**src/sv/stfla_ram.sv**
```systemverilog
// stfla_ram: generic single-write, single-read RAM with registered read.
// No dependencies.
`timescale 1ns / 1ps
`default_nettype none

module stfla_ram #(
    parameter int WIDTH = 8,
    parameter int DEPTH = 16,
    localparam int AW   = $clog2(DEPTH)
) (
    input  wire logic             clk,
    input  wire logic             wr_en,
    input  wire logic [AW-1:0]    wr_addr,
    input  wire logic [WIDTH-1:0] wr_data,
    input  wire logic             rd_en,
    input  wire logic [AW-1:0]    rd_addr,
    output logic      [WIDTH-1:0] rd_data
);

    logic [WIDTH-1:0] mem [DEPTH];

    always_ff @(posedge clk)
    begin
        if (wr_en)
        begin
            mem[wr_addr] <= wr_data;
        end
        if (rd_en)
        begin
            rd_data <= mem[rd_addr];
        end
    end

endmodule

`default_nettype wire

```
**config.mk**
```make
export PLATFORM = sky130hd
export DESIGN_NAME = stfla_ram
export DESIGN_NICKNAME = d
export VERILOG_FILES = /design/src/sv/stfla_ram.sv
export SDC_FILE = /design/constraint.sdc
export NUM_CORES = 1
export LEC_CHECK = 0
export CAP_MARGIN = 40
export CORE_ASPECT_RATIO = 0.9
export CORE_MARGIN = 8
export CORE_UTILIZATION = 62
export CTS_CLUSTER_SIZE = 16
export DETAILED_ROUTE_END_ITERATION = 12
export DONT_BUFFER_PORTS = 1
export PLACE_DENSITY = 0.78
export SETUP_SLACK_MARGIN = 0.15
export SLEW_MARGIN = 30
export SYNTH_ARGS = -nofsm -noshare
export SYNTH_HDL_FRONTEND = slang
export SYNTH_SLANG_ARGS = --single-unit
export TNS_END_PERCENT = 1
```
**constraint.sdc**
```tcl
create_clock -name clk -period 1.66 [get_ports clk]
set_input_delay 0 -clock clk [delete_from_list [all_inputs] [get_ports clk]]
set_output_delay 0 -clock clk [all_outputs]
set_load 0.005 [all_outputs]
```
### Word-level counts from Yosys, hierarchy flattened

Memory sizes are Yosys's and may differ from the RTL's. A register that Yosys moved wholly into a read port is not among the register bits.
Cells that the tools add are included.

* multiplexer cells: 2

Operator list (number)
* two-way mux 1 bit: 2

* register bits after elaboration: 0
* bits in writable memories: 128
* bits of input ports: 19
* logic and storage cells: 3
* memories kept: 1

Memory list
* mem: depth 16, bits a word 8, rd ports 1, clocked after memory_dff 1, wr ports 1, RTL line 20 `logic [WIDTH-1:0] mem [DEPTH];`

### Depth between registers and ports, before layout

Gate-level depths: netlist of the first run.

* depth after elaboration: 2
* gate-level depth with buffers: 5
* mapped depth without buffers: 3

### Worst setup path before layout of the first run

Ideal clock, no wire load.

* path type: input to register
* start: input port wr_addr[2]
* end: memory mem[0][0], enable pin
* setup time: 0.383 ns
* data arrival time: 1.110 ns
* required time: 1.277 ns
* setup slack: 0.167 ns
* stages: 2
* buffers on the path: 0
* cells stage by stage: or3b_2 > nor3_1

RTL lines
* from (decl): RTL line 13 `input wire logic [AW-1:0] wr_addr,`
* to (decl): RTL line 20

Straight into the memory's write port.

==> impl_metrics.py, run 1 <==
metrics = {
    "run_status": {
        "status": "complete, but fails checks",
        "violations": "negative hold slack",
    },
    "worst_setup_path": {
        "critPathMaxFanout": 1,
        "required_ns": 1.91,
        "crit_arrival_ns": 1.75,
        "rr_endpoint": "rd_data[5]$_DFFE_PP_",
        "reg2reg_from": "mem[9][5]$_DFFE_PP_",
        "r2r_slack_ns": 0.16,
        "ff2ff_path_depth": 3,
        "critPathCaptureType": "register",
        "critical_path_class": "register to register",
        "start_kind": "register",
    },
    "worst_hold_path": {
        "hold_depth": 3,
        "holdCritPathClass": "input port to register",
        "hold_start": "rd_addr[0]",
        "hold_end": "rd_data[1]$_DFFE_PP_",
    },
    "floorplanning": {
        "coreArea_um2": 8110,
        "die_y_um": 103,
        "num_rows": 31,
        "dieArea_um2": 11600,
        "initial_utilization_pct": 64.5,
        "ios": 27,
        "chipWidth_um": 113,
    },
    "cts": {
        "htree_levels": 4,
        "cts_sinks": 136,
        "cts_hold_buf": 15,
        "clock_path_buffers": 2,
        "clk_latency_ns": 0.50,
        "cts_buffers": 17,
        "cts_root_buf": "clkbuf_8",
        "cts_tree": "built",
        "clkSlewWorstSetupHoldPaths_ns": 0.06,
    },
    "pwr": {
        "leakage_nw": 2.05,
        "power.density_nw_per_um2": 1270,
        "ir_drop_v": 0.00109,
    },
    "timing": {
        "min_period_ns": 1.50,
        "slew_violations": 0,
        "min_period_over_period_pct": 90.4,
        "rsz0062_at_grt": "true",
        "max-slew-margin-rel_pct": 51.8,
        "fin_skew_ns": 0.00864,
        "fin_hold_ws_ns": -0.0688,
        "setup_viol": 0,
        "fmax_ghz": 0.666,
        "hold_viol": 8,
        "worstMarginPinSlew_ns": 0.722,
        "setup_tns_ns": 0,
    },
    "drt": {
        "met2_length_um": 4820,
        "top_layer": "met4",
        "wl_met3_um": 1100,
        "drt_wl_total_um": 9830,
        "vias": 2438,
        "ant_nets": 0,
        "routed_via_density": 6.38,
        "initialDrtViolationCount": 233,
        "met1_length_um": 3890,
        "drt-pass1-iter-count": 4,
        "drc": 0,
        "routedWlPerCell_um": 25.7,
    },
    "logic_synthesis": {
        "synth_top_area_share_pct": 78.1,
        "syn-num-nets": 248,
        "synth.avg_cell_area_um2": 22.8,
        "ys_ff_latch": 136,
        "synth_area_leaders": "edfxtp_1 (78%), mux4_2 (7.8%), mux4_1 (7.0%)",
        "netlist_area_um2": 5230,
        "yosys_warnings": 0,
        "yosysTopAreaCell": "edfxtp_1",
        "syn_inst": 229,
        "yosysUniqueCellTypes": 18,
        "yosysSeqAreaShare_pct": 78.1,
    },
    "global_route": {
        "grt_max_degree": 33,
        "grt_pass1_vias": 2573,
        "overflow": 0,
        "gr-usage-all-layers_pct": 18.9,
        "grt_pass1_wl_um": 15300,
        "antenna_found_initial": 0,
    },
    "place": {
        "hpwl_um": 5850,
        "gp_congestion": 0.713,
        "io_buffers": 0,
    },
    "layout": {
        "syn_to_final_growth_pct": 17.4,
        "fin_util_pct": 75.7,
        "diodes": 0,
        "fin_nets": 289,
        "drive_gt1_share_pct": 24.0,
    },
    "flow_run": {
        "max_cap_violations": 0,
    },
}
[area by class of cell]
class	count	area, um^2
fillers	425	1970
clock buffers	19	422
clock inverters	13	155
repair buffers	32	288
multi-input cells	83	1070
well taps	99	124
flip-flops and latches	136	4080
[cells in the final DEF, fill, tap and decap left out]
| cell type | count |
|---|---|
| nor2_1 | 13 |
| nand2_1 | 9 |
| nor3_1 | 4 |
| clkinvlp_4 | 2 |
| and2b_1 | 1 |
| clkbuf_16 | 16 |
| clkbuf_1 | 2 |
| bufinv_16 | 3 |
| nand3b_1 | 2 |
| a22oi_1 | 14 |
| clkinv_4 | 3 |
| buf_12 | 1 |
| dlygate4sd3_1 | 14 |
| nor2b_1 | 1 |
| clkbuf_8 | 1 |
| a22oi_2 | 2 |
| and2_1 | 1 |
| mux4_1 | 14 |
| nand2b_1 | 2 |
| or3b_2 | 1 |
| clkinv_1 | 1 |
| edfxtp_1 | 136 |
| buf_4 | 17 |
| clkinv_2 | 4 |
| nand3_1 | 1 |
| mux4_2 | 18 |
[critical path, cell delays in order, from the launching register on]
cell      delay [ns]
edfxtp_1        0.35
mux4_1          0.56
a22oi_1         0.26
nand2_1         0.07
[metal layers]
metal / GRT usage [%] / vias to the layer above
met5: 0 / -
met4: 8.49 / 0
met3: 6.62 / 2
met2: 28.4 / 137
met1: 24.5 / 1236
li1: - / 1063
[cells by family after synthesis]
logic type	synth area share, %
AOI/OAI and AO/OA	2.30
buffers and inverters	1.65
DFF	78.1
muxes	14.8
and+or+nand+nor	3.14
[Yosys cell counts]
cell type	instances
or3b_2	1
nand2b_1	2
nor2_1	13
edfxtp_1	136
buf_6	3
clkdlybuf4s25_2	3
mux4_1	14
buf_4	1
nand3b_1	2
buf_2	3
and2_1	1
nor3_1	4
and2b_1	1
nand2_1	9
nand3_1	1
mux4_2	18
nor2b_1	1
a22oi_1	16
[registers in the layout, indices dropped and copies added (netlist names)]
name and count:
mem 128, rd_data 8
[timing repair]
| item | in CTS | in global routing |
|---|---|---|
| setup buffers | 0 | 0 |
| setup endpoints to repair | 2 | 15 |
| hold endpoints to repair | 194 | 8 |
| resized for setup | 1 | 1 |
[through the flow]
| step | total power [mW] | std cells | setup slack, ns | area, um^2 | hold slack, ns |
|---|---|---|---|---|---|
| floorplan | 4.15 | 229 | 0.167 | 5230 | 0.0989 |
| global placement | 4.17 | 335 | 0.195 | 5390 | 0.0998 |
| detailed placement | 4.18 | 335 | 0.158 | 5390 | 0.0998 |
| CTS | 7.87 | 382 | 0.143 | 6130 | -0.109 |
| global route | 8.05 | 382 | 0.0894 | 6140 | -0.0761 |
| finish | 7.81 | 382 | 0.159 | 6140 | -0.0688 |
[worst max-delay path by stage]
stage	start	endpoint	slack (ns)
2_1_floorplan	wr_addr[2]	mem[0][0]$_DFFE_PP_	0.17
3_3_place_gp	mem[5][2]$_DFFE_PP_	rd_data[2]$_DFFE_PP_	0.19
3_5_place_dp	mem[11][6]$_DFFE_PP_	rd_data[6]$_DFFE_PP_	0.16
4_1_cts	mem[8][6]$_DFFE_PP_	rd_data[6]$_DFFE_PP_	0.14
5_1_grt	mem[1][3]$_DFFE_PP_	rd_data[3]$_DFFE_PP_	0.09
6_report	mem[9][5]$_DFFE_PP_	rd_data[5]$_DFFE_PP_	0.16
[power breakdown]
group / switching (mW) / internal [mW] / total [mW]
Sequential: 0.0261 / 3.87 / 3.90
Combinational: 0.159 / 0.145 / 0.304
Clock: 1.33 / 2.27 / 3.60
(Power assumes the default switching activity.)
==> inputs of run 2 (changes only) <==
CTS_BUF_LIST = sky130_fd_sc_hd__clkbuf_16   (was unset)
==> impl_metrics.py, run 2 (same netlist as run 1, synthesis figures left out) <==
metrics = {
    "worst_setup_path": {
        "path_cells": "mux4_1 > a22oi_1 > nand2_1",
        "critPathMaxFanout": 1,
        "r2r_slack_ns": 0.16,
        "worstPathBufferInverterCount": 0,
        "crit_arrival_ns": 1.64,
        "critical_path_class": "register to register",
        "critPathCaptureType": "register",
        "cp_top_family": "multiplexers",
        "max_stage_delay_ns": 0.56,
        "slowest_stage": "mux4_1",
        "required_ns": 1.80,
        "start_kind": "register",
    },
    "layout": {
        "mostFrequentLayoutCells": "edfxtp_1 (136), mux4_2 (19), clkbuf_16 (17), buf_4 (17), a22oi_1 (14)",
        "drive_gt1_share_pct": 24.1,
        "fin_nets": 288,
        "largest_reg_flops": 128,
        "diodes": 0,
        "fin_util_pct": 75.6,
        "final_area_um2": 6130,
        "seq_area_um2": 4080,
        "syn_to_final_growth_pct": 17.3,
        "multi_input_area_um2": 1060,
        "top_register": "mem",
        "top_regs": "mem (128), rd_data (8)",
        "final_common_cell": "edfxtp_1",
        "nFillCells": 418,
    },
    "cts": {
        "cts_setup_buffers": 0,
        "htree_levels": 4,
        "cts_buffers": 17,
        "cts_tree": "built",
        "cts_sinks": 136,
        "cts_root_buf": "clkbuf_16",
        "clk_latency_ns": 0.40,
        "clock_path_buffers": 2,
        "clkSlewWorstSetupHoldPaths_ns": 0.05,
    },
    "global_route": {
        "grt_max_degree": 33,
        "overflow": 0,
        "grt_pass1_vias": 2558,
        "antenna_found_initial": 0,
        "gr-usage-all-layers_pct": 19.7,
        "grt_pass1_wl_um": 15800,
    },
    "pwr": {
        "power.density_nw_per_um2": 1290,
        "ir_drop_v": 0.00105,
        "leakage_nw": 2.06,
    },
    "floorplanning": {
        "dieArea_um2": 11600,
        "initial_utilization_pct": 64.5,
        "chipWidth_um": 113,
        "coreArea_um2": 8110,
        "ios": 27,
        "die_y_um": 103,
        "num_rows": 31,
    },
    "drt": {
        "initialDrtViolationCount": 217,
        "routed_via_density": 6.46,
        "routedWlPerCell_um": 27.4,
        "ant_nets": 0,
        "drc": 0,
        "drt_wl_total_um": 10400,
        "vias": 2462,
        "drt-pass1-iter-count": 5,
    },
    "timing": {
        "setup_viol": 0,
        "hold_viol": 0,
        "min_period_over_period_pct": 90.3,
        "setup_tns_ns": 0,
        "min_period_ns": 1.50,
        "fmax_ghz": 0.667,
        "max-slew-margin-rel_pct": 54.9,
        "worstMarginPinSlew_ns": 0.675,
        "rsz0062_at_grt": "true",
        "slew_violations": 0,
        "fin_skew_ns": 0.0103,
        "fin_hold_ws_ns": 0.0291,
    },
    "worst_hold_path": {
        "holdCritPathClass": "input port to register",
    },
    "place": {
        "hpwl_um": 5850,
        "io_buffers": 0,
        "gp_congestion": 0.713,
        "dpl_cell_area_um2": 5390,
    },
    "flow_run": {
        "max_cap_violations": 0,
    },
    "run_status": {
        "status": "finished, final reports clean",
    },
}
## run 2: changes by cell type in the layout (fill, tap and decap cells not counted), sizes merged
| cell | change |
|---|---|
| buf | -1 |
| clkbuf | -2 |
| dlygate4sd3 | -1 |
| dlymetal6s4s | +1 |
| inv | +2 |
## run 2: through the flow
stage	worst slack (ns)	instances	total power [mW]
after floorplan	0.167	229	4.15
after global placement	0.195	335	4.17
after detailed placement	0.158	335	4.18
after CTS	0.127	381	7.93
after global routing	0.102	381	8.10
final	0.161	381	7.88
## run 2: worst register-to-register path, delay by kind of cell (launching register included)
family             cells  cell delay [ns]
muxes                  1             0.56
and+or+nand+nor        1             0.08
AOI/OAI and AO/OA      1             0.26
DFF                    1             0.35
## run 2: routing by layer
layer / vias up / part of all wire, % / track usage, % / wire (um)
met5: - / 0 / 0 / 0
met4: 0 / 0.85 / 7.56 / 89
met3: 7 / 11 / 6.67 / 1100
met2: 145 / 50 / 30.3 / 5160
met1: 1246 / 39 / 25.7 / 4070
li1: 1064 / - / - / -
## run 2: repair_timing
item | in CTS | in global routing
hold buffers | 14 | 0
endpoints found under the hold margin | 173 | 0
setup endpoints to repair | 4 | 16
resized for setup | 2 | 2
## run 2: final cells by class
cell class / count / share of cell area [%]
sequential: 136 / 66.6
multi-input combinational: 83 / 17.4
clock buffer: 17 / 6.94
timing repair buffer: 31 / 4.41
clock inverter: 15 / 2.65
tap: 99 / 2.02
## run 2: report_power, final
group,internal [mW],switching (mW)
logic,0.141,0.154
clock network,2.34,1.35
registers,3.87,0.0285
total,6.35,1.53
## run 2: worst paths after layout
check	from	endpoint	cells past startpoint
worst max-delay path	mem[9][5]$_DFFE_PP_	rd_data[5]$_DFFE_PP_	3
worst min-delay path	rd_addr[1]	rd_data[3]$_DFFE_PP_	3
worst max register to register	mem[9][5]$_DFFE_PP_	rd_data[5]$_DFFE_PP_	3
worst min register to register	mem[8][1]$_DFFE_PP_	rd_data[1]$_DFFE_PP_	3
